`config.mk`:
```
export PLATFORM = sky130hd
export DESIGN_NAME = pcb_ctrl
export DESIGN_NICKNAME = d
export VERILOG_FILES = /design/src/hdl/pcb_pkg.sv /design/src/hdl/pcb_ctrl.sv
export SDC_FILE = /design/constraint.sdc
export NUM_CORES = 1
export LEC_CHECK = 0
export CORE_UTILIZATION = 25
export CTS_CLUSTER_DIAMETER = 150
export DETAILED_ROUTE_END_ITERATION = 7
export DONT_BUFFER_PORTS = 1
export HOLD_SLACK_MARGIN = 0.08
export SLEW_MARGIN = 5
export SYNTH_ARGS = -nofsm -noshare
export SYNTH_HDL_FRONTEND = slang
export SYNTH_SLANG_ARGS = --single-unit
export TNS_END_PERCENT = 10
```
`constraint.sdc`:
```
create_clock -name clk -period 1.7 [get_ports clk]
set_input_delay 0.255 -clock clk [delete_from_list [all_inputs] [get_ports clk]]
set_output_delay 0.255 -clock clk [all_outputs]
set_load 0.03 [all_outputs]
```
`src/hdl/pcb_pkg.sv`:
```
`timescale 1ns / 1ps
// ----------------------------------------------------------------------------
// pcb_pkg
// Shared constants and types for the percentile color balance unit.
// ----------------------------------------------------------------------------
package pcb_pkg;
  localparam int unsigned MaxPixelsDefault = 2097152;
  localparam int unsigned ClipFull = 20000;
  localparam int unsigned ClipMax = 10000;
  localparam int ClipW = 14;
  localparam int BinW = 22;
  localparam int CountW = 25;
  localparam int RankW = 25;

  localparam logic [1:0] CfgBlue = 2'd0;
  localparam logic [1:0] CfgGreen = 2'd1;
  localparam logic [1:0] CfgRed = 2'd2;

  typedef enum logic [7:0] {
    ST_IDLE   = 8'b00000001,
    ST_GATHER = 8'b00000010,
    ST_RANK   = 8'b00000100,
    ST_WALK   = 8'b00001000,
    ST_WALKW  = 8'b00010000,
    ST_CLEAR  = 8'b00100000,
    ST_MAP    = 8'b01000000,
    ST_INIT   = 8'b10000000
  } state_t;

  typedef struct packed {
    logic hist_inc;
    logic count_clr;
    logic rank_start;
    logic walk_start;
    logic walk_step;
    logic clear_step;
    logic map_start;
    logic map_step;
  } cmd_t;

  typedef struct packed {
    logic count_zero;
    logic walk_done;
    logic clear_done;
    logic map_done;
  } status_t;
endpackage

```
`src/hdl/pcb_ctrl.sv`:
```
`timescale 1ns / 1ps
// ----------------------------------------------------------------------------
// pcb_ctrl
// Sequencer for gather, level walk, histogram clear and map passes.
// ----------------------------------------------------------------------------
module pcb_ctrl import pcb_pkg::*; (
  input  logic    clk,
  input  logic    rst,
  input  logic    start,
  input  logic    func,
  input  logic    last_pixel,
  input  status_t sts,
  output cmd_t    cmd,
  output logic    busy,
  output logic    done
);
  state_t state, state_next;
  logic   last_q;

  always_ff @(posedge clk) begin
    if (rst) begin
      state <= ST_INIT;
      last_q <= 1'b0;
    end else begin
      state <= state_next;
      if (start && !busy) begin
        last_q <= last_pixel;
      end
    end
  end

  always_comb begin
    state_next = state;
    cmd = '0;
    busy = 1'b1;
    done = 1'b0;
    unique case (state)
      ST_INIT: begin
        cmd.clear_step = 1'b1;
        if (sts.clear_done) state_next = ST_IDLE;
      end
      ST_IDLE: begin
        busy = 1'b0;
        if (start) begin
          if (func) begin
            cmd.map_start = 1'b1;
            state_next = ST_MAP;
          end else begin
            cmd.hist_inc = 1'b1;
            state_next = ST_GATHER;
          end
        end
      end
      ST_GATHER: begin
        if (!last_q) state_next = ST_IDLE;
        else if (sts.count_zero) state_next = ST_CLEAR;
        else begin
          cmd.rank_start = 1'b1;
          state_next = ST_RANK;
        end
      end
      ST_RANK: begin
        cmd.walk_start = 1'b1;
        state_next = ST_WALK;
      end
      ST_WALK: begin
        state_next = ST_WALKW;
      end
      ST_WALKW: begin
        cmd.walk_step = 1'b1;
        if (sts.walk_done) state_next = ST_CLEAR;
      end
      ST_CLEAR: begin
        cmd.clear_step = 1'b1;
        if (sts.clear_done) begin
          cmd.count_clr = 1'b1;
          state_next = ST_IDLE;
        end
      end
      ST_MAP: begin
        cmd.map_step = 1'b1;
        if (sts.map_done) begin
          cmd.map_step = 1'b0;
          done = 1'b1;
          state_next = ST_IDLE;
        end
      end
      default: state_next = ST_IDLE;
    endcase
  end
endmodule

```
Yosys cells after proc, flatten, opt, wreduce, memory -nomap -nowiden
Cells that the tools add are included.
{"block": "op_classes", "reduce_logical": 3, "n_eq_ne": 12, "muxes": 27}
{"op": "$pmux 8 s7", "count": 1}
{"op": "$mux 8", "count": 5}
{"op": "$mux 1", "count": 19}
{"op": "$eq 8x1->1 const B", "count": 1}
{"op": "$eq 8x2->1 const B", "count": 1}
{"op": "$eq 8x3->1 const B", "count": 1}
{"op": "$eq 8x4->1 const B", "count": 1}
{"op": "$eq 8x5->1 const B", "count": 1}
{"op": "$eq 8x6->1 const B", "count": 1}
{"op": "$eq 8x7->1 const B", "count": 1}
{"op": "$eq 8x8->1 const B", "count": 1}
{"op": "$mux 7", "count": 1}
{"op": "$mux 6", "count": 1}
{"op": "$ne 2x2->1 const B", "count": 3}
{"op": "$reduce_and 4->1", "count": 1}
{"op": "$ne 2x1->1 const B", "count": 1}
{"op": "$reduce_or 2->1", "count": 1}
{"op": "$logic_and 1x1->1", "count": 1}
{"block": "totals", "inputBits": 9, "out_inout_bits": 10, "ff_bits": 9}

Logic depth before layout (Yosys ltp)
Gate-level depths: netlist of run 1.
{"block": "depth", "word_depth": 4, "depth_mapped": 5, "depth_no_buf": 4}

Worst setup path before layout of run 1
No wires, ideal clock.
{"block": "synth_timing", "path_kind": "reg-to-output", "startpoint": "reg state[0]", "endpoint": "out cmd[2] in the netlist's numbering", "arrival_time_ns": 1.922, "setup_slack_ns": -0.477, "path_buffers": 0, "stages_incl_launch_ff": 3, "path_cell_list": "dfxtp_1 > or4_4 > nor4b_1"}
{"item": "start: declaration", "line": "pcb_ctrl.sv:17", "rtl": "state_t state, state_next;"}
{"item": "start signal: assignment", "line": "pcb_ctrl.sv:25", "rtl": "state <= state_next;"}
{"item": "end: declaration", "line": "pcb_ctrl.sv:13", "rtl": "output cmd_t cmd,"}

==> metrics.csv, run 1 <==
stage;metric;value;unit
timing;Rel. slew slack;0.7660;
cells_and_area;ANT cells;0;
timing;unrepaired setup endpoints after global routing;true;
pwr;Worst VDD drop;466.9;uV
clock_tree;CTS sink count;9;
place;Detail Placement HPWL;1.197;mm
place;Placement Setup Slack;0.009974;ns
die;initial core utilization;0.2727;
global_route;grt ovf;0;
synth;yosys warns;0;
worst_setup_path;Worst Setup End Kind;primary output;
timing;final setup margin;-0.1830;ns
timing;Final Max Slew Viols;0;
global_route;vias in the first global route;630;
pwr;Pleak;0.3636;nW
clock_tree;CTS tree;yes;
flow_run;max-cap violation count;0;
die;Top Ports;19;
worst_setup_path;required time worst endpoint;1.44;ns
timing;Fmax achieved;531.1;MHz
timing;Final min period;1.883;ns
clock_tree;CTS H-tree depth;1;
pwr;Power Total;542.2;uW
drt;DR vias;609;
worst_setup_path;Crit Path Category;register to primary output;
cells_and_area;NumNets Final;97;
synth;EDFF count, synth;0;
clock_tree;Clock Latency Late Sink;0.25;ns
run_status;status;finished, violations left;
clock_tree;Inserted Clock Buffers;3;
clock_tree;clock slew seen by the registers of the worst setup and hold paths;0.06;ns
die;Die H;51.83;microns
drt;TritonRoute pass-1 iters;4;
cells_and_area;fin util;0.3650;
synth;number of synthesized register bits;9;
drt;Avg Vias per Cell;5.296;
synth;Yosys cell types;35;
pwr;Pwr Density;652.6;nW/um^2
cells_and_area;commonest non-fill, non-tap cell in the layout;buf_4;
die;die area;2686;sq um
synth;Synth Flop Type;dfxtp_1;
clock_tree;Root Driver;clkbuf_4;
die;num rows;17;
die;core box area;2276;sq um
run_status;failing checks;setup timing;
synth;Async S/R FF share, synth;0;
cells_and_area;most frequent cells in the layout;12 x buf_4, 7 x nor2_1, 5 x dfxtp_1, 4 x dfxtp_2;
drt;drt drc;0;
global_route;first-pass GRT wire length;2.773;mm
drt;per-cell routed wire length;13.74;microns
synth;Synth Area per Inst;8.866;sq um
global_route;largest net degree at the start of global routing;11;
synth;Gate Count Post-Synth;70;
timing;Tcrit/Tclk final;1.108;
synth;sequential-to-total area share from yosys stat;0.2903;
cells_and_area;Area growth, synth to finish;33.87;%
place;Post-Place Cells;109;
global_route;Total GRT Usage;0.1417;
synth;Post-Syn Area;620.6;sq um
clock_tree;Post-CTS Setup Inserts;0;
timing;Least-Margin Pin Slew;0.3461;ns
timing;Final setup viols;7;
place;Final GP Congestion;0.7311;
timing;Hold Slack;0.1196;ns
place;number of port buffers;0;
synth;Syn Nets;79;
die;die width;51.83;microns
drt;DRT antenna net count;0;
drt;Iter 0 DRT Violations;10;
drt;Post-Route WL;1.580;mm
timing;clk_skew;0.0006777;ns
timing;endpoints failing hold;0;
min_path;type of the worst min-delay path;primary input to register;
worst_setup_path;WP data arrival;1.63;ns
global_route;initial antenna violation count;0;
worst_setup_path;crit start category;register;
clock_tree;Bufs on Longest Clock Path;2;
worst_setup_path;CP Max Fanout;4;
cells_and_area;fin cells;115;
cells_and_area;share of layout cells above drive strength 1;0.4368;
==> report_power, final <==
part	leakage (nW)	switching [mW]	total (mW)	internal [mW]
clock network	0.0150	0.0723	0.163	0.0903
registers	0.0744	0.0109	0.230	0.219
logic	0.274	0.0751	0.149	0.0741
total	0.364	0.158	0.542	0.384
==> synth_stat cells (all sizes together) (2+ instances only) <==
cell    n  area share
dfxtp   9        0.29
nor2    9       0.054
inv     5       0.030
nor3b   5       0.077
buf     4       0.060
nand3   4       0.040
nand4   3       0.030
nor4b   3       0.052
a21oi   2       0.016
nand3b  2       0.024
nor2b   2       0.020
nor3    2       0.016
nor4    2       0.044
o311a   2       0.032
==> metrics by stage <==
step / area (sq um) / TNS, ns
2_1_floorplan: 629.4 / -0.06519
3_3_place_gp: 739.5 / 0
3_5_place_dp: 739.5 / 0
4_1_cts: 819.5 / -0.9411
5_1_grt: 830.8 / -1.499
6_report: 830.8 / -0.8163
==> per-layer routing <==
layer | part of all wire | up-vias | global-route usage
li1 | - | 297 | -
met1 | 0.43 | 294 | 0.1596
met2 | 0.50 | 16 | 0.2521
met3 | 0.063 | 2 | 0.03509
met4 | 0.0057 | 0 | 0.05405
met5 | 0 | - | 0
==> path summary, 6_finish.rpt <==
kind / startpoint / depth (start not counted) / end / slack [ns]
setup / recovery: state[0] / 4 / cmd[6] / -0.18
hold / removal: rst / 1 / state[0] / 0.12
setup reg to reg: state[2] / 6 / state[5] / 0.15
hold reg to reg: state[7] / 1 / state[7] / 0.56
==> layout make-up <==
cell class,instances,area (sq um)
Fill cell,229,1445
Multi-Input combinational cell,52,421.7
Sequential cell,9,185.2
Timing Repair Buffer,17,143.9
Tap cell,28,35.03
Clock buffer,4,26.28
Inverter,5,18.77
==> critical path, stage by stage, from the launching register on <==
cell     delay, ns
dfxtp_2       0.33
or4_4         0.58
nor2_4        0.12
and4_1        0.21
buf_6         0.13
==> registers in the layout (all words and copies together) (netlist names) <==
signal  cells
state       8
last_q      1
==> cells by family after synthesis <==
| family | Yosys count | synth area share |
|---|---|---|
| simple gates | 39 | 0.4536 |
| buf+inv | 9 | 0.09072 |
| flops | 9 | 0.2903 |
| mux | 2 | 0.03427 |
| compound gates | 10 | 0.1170 |
| xor+xnor | 1 | 0.01412 |
==> what timing repair did <==
item,in CTS,in global routing
endpoints found under the hold margin,7,0
hold buffers,2,0
resized for setup,12,4
endpoints found under the setup margin,9,9
pin swaps,4,1
Power figures use the tool's default switching activity.
==> run 2, diff against run 1 <==
--- a/config.mk
+++ b/config.mk
@@ -5,9 +5,10 @@
 export SDC_FILE = /design/constraint.sdc
 export NUM_CORES = 1
 export LEC_CHECK = 0
-export CORE_UTILIZATION = 25
+export CORE_AREA = 2 2 39 41
 export CTS_CLUSTER_DIAMETER = 150
 export DETAILED_ROUTE_END_ITERATION = 7
+export DIE_AREA = 0 0 41 43
 export DONT_BUFFER_PORTS = 1
 export HOLD_SLACK_MARGIN = 0.08
 export SLEW_MARGIN = 5
==> metrics.csv, run 2 (synthesis results as in run 1) <==
stage;metric;value;unit
run_status;status;finished, violations left;
run_status;failing checks;setup timing;
timing;unrepaired setup endpoints after global routing;true;
cells_and_area;Biggest register;state;
global_route;first-pass GRT wire length;2.725;mm
global_route;Total GRT Usage;0.2349;
cells_and_area;fin cells;108;
worst_setup_path;max incr delay on CP;0.57;ns
worst_setup_path;WP data arrival;1.62;ns
worst_setup_path;crit start category;register;
timing;clk_skew;0.005277;ns
drt;Iter 0 DRT Violations;8;
drt;Post-Route WL;1.716;mm
die;core box area;1384;sq um
drt;drt drc;0;
worst_setup_path;Worst Setup End Kind;primary output;
worst_setup_path;Slowest-stage cell, CP;or4_4;
cells_and_area;Area growth, synth to finish;40.32;%
cells_and_area;Regs by FF count;state x8, last_q x1;
drt;Avg Vias per Cell;6.019;
clock_tree;CTS H-tree depth;1;
die;Die H;43;microns
place;Detail Placement HPWL;1.215;mm
min_path;type of the worst min-delay path;primary input to register;
timing;Final min period;1.871;ns
clock_tree;Inserted Clock Buffers;3;
cells_and_area;most frequent cells in the layout;16 x buf_4, 7 x nor2_1, 5 x dfxtp_1, 4 x buf_6, 4 x dfxtp_2;
worst_setup_path;CP Max Fanout;3;
clock_tree;Bufs on Longest Clock Path;2;
worst_setup_path;Buf+Inv Stages, Crit Path;1;
die;initial core utilization;0.4485;
global_route;largest net degree at the start of global routing;9;
die;die area;1763;sq um
timing;Fmax achieved;534.5;MHz
cells_and_area;share of layout cells above drive strength 1;0.4891;
global_route;initial antenna violation count;0;
drt;DRT antenna net count;0;
place;Final GP Congestion;0.7319;
clock_tree;CTS tree;yes;
pwr;Power Total;566.5;uW
timing;endpoints failing hold;0;
flow_run;max-cap violation count;0;
place;Placement Setup Slack;0.03224;ns
cells_and_area;NumNets Final;102;
place;number of port buffers;0;
cells_and_area;fin util;0.6293;
pwr;Worst VDD drop;367.6;uV
clock_tree;Clock Latency Late Sink;0.27;ns
die;die width;41;microns
timing;Final setup viols;9;
drt;TritonRoute pass-1 iters;4;
pwr;Pleak;0.3967;nW
timing;Final Max Slew Viols;0;
place;Placed Area;747.0;sq um
cells_and_area;commonest non-fill, non-tap cell in the layout;buf_4;
drt;per-cell routed wire length;15.89;microns
clock_tree;CTS sink count;9;
worst_setup_path;Crit Path Category;register to primary output;
pwr;Pwr Density;650.5;nW/um^2
timing;Least-Margin Pin Slew;0.3561;ns
worst_setup_path;crit-path cells;or4_4 > nor2_4 > and4_1 > buf_6;
worst_setup_path;Worst path top cell family by delay;simple AND/OR/NAND/NOR gates;
timing;Tcrit/Tclk final;1.101;
timing;Rel. slew slack;0.7616;
clock_tree;Root Driver;clkbuf_4;
global_route;vias in the first global route;611;
die;Top Ports;19;
worst_setup_path;required time worst endpoint;1.44;ns
drt;DR vias;650;
place;Post-Place Cells;100;
timing;final setup margin;-0.1710;ns
cells_and_area;Largest register FFs;8;
cells_and_area;post-route cell area;870.8;sq um
die;num rows;14;
cells_and_area;ANT cells;0;
clock_tree;clock slew seen by the registers of the worst setup and hold paths;0.07;ns
global_route;grt ovf;0;
[run 2: final timing paths]
path                               start  endpoint  slack, ns  cells after the start
worst max register to register  state[0]  state[5]       0.04                      6
worst min-delay path                 rst  state[0]       0.09                      1
worst min register to register    last_q    last_q       0.56                      2
worst max-delay path            state[0]    cmd[6]      -0.17                      4
[run 2: cell type report]
cell class / count / area, sq um
fillers: 128 / 513.0
multi-input cells: 52 / 435.4
flip-flops and latches: 9 / 185.2
repair buffers: 22 / 185.2
clock buffers: 4 / 26.28
well taps: 16 / 20.02
inverters: 5 / 18.77
[run 2: timing repair]
action,4_1_cts,5_1_grt
hold buffers,2,0
pin swaps,0,4
setup buffers,0,2
endpoints found under the setup margin,10,11
gates resized for setup,10,10
hold endpoints to repair,7,0
[run 2: metrics by stage]
step	hold slack [ns]	setup TNS [ns]
5_1_grt	0.1015	-1.723
2_1_floorplan	0.3342	-0.06519
3_3_place_gp	0.3270	0
4_1_cts	0.08809	-0.9718
3_5_place_dp	0.3294	0
6_report	0.09003	-1.060
[run 2: where the power goes]
part / internal, mW / switching, mW
sequential: 0.219 / 0.00550
combinational: 0.0821 / 0.0849
clock: 0.0909 / 0.0844
[run 2: metal layers]
metal | track usage | vias to the layer above | share of wire
li1 | - | 305 | -
met1 | 0.3094 | 312 | 0.40
met2 | 0.3406 | 29 | 0.51
met3 | 0.05759 | 4 | 0.071
met4 | 0.1200 | 0 | 0.021
met5 | 0 | - | 0
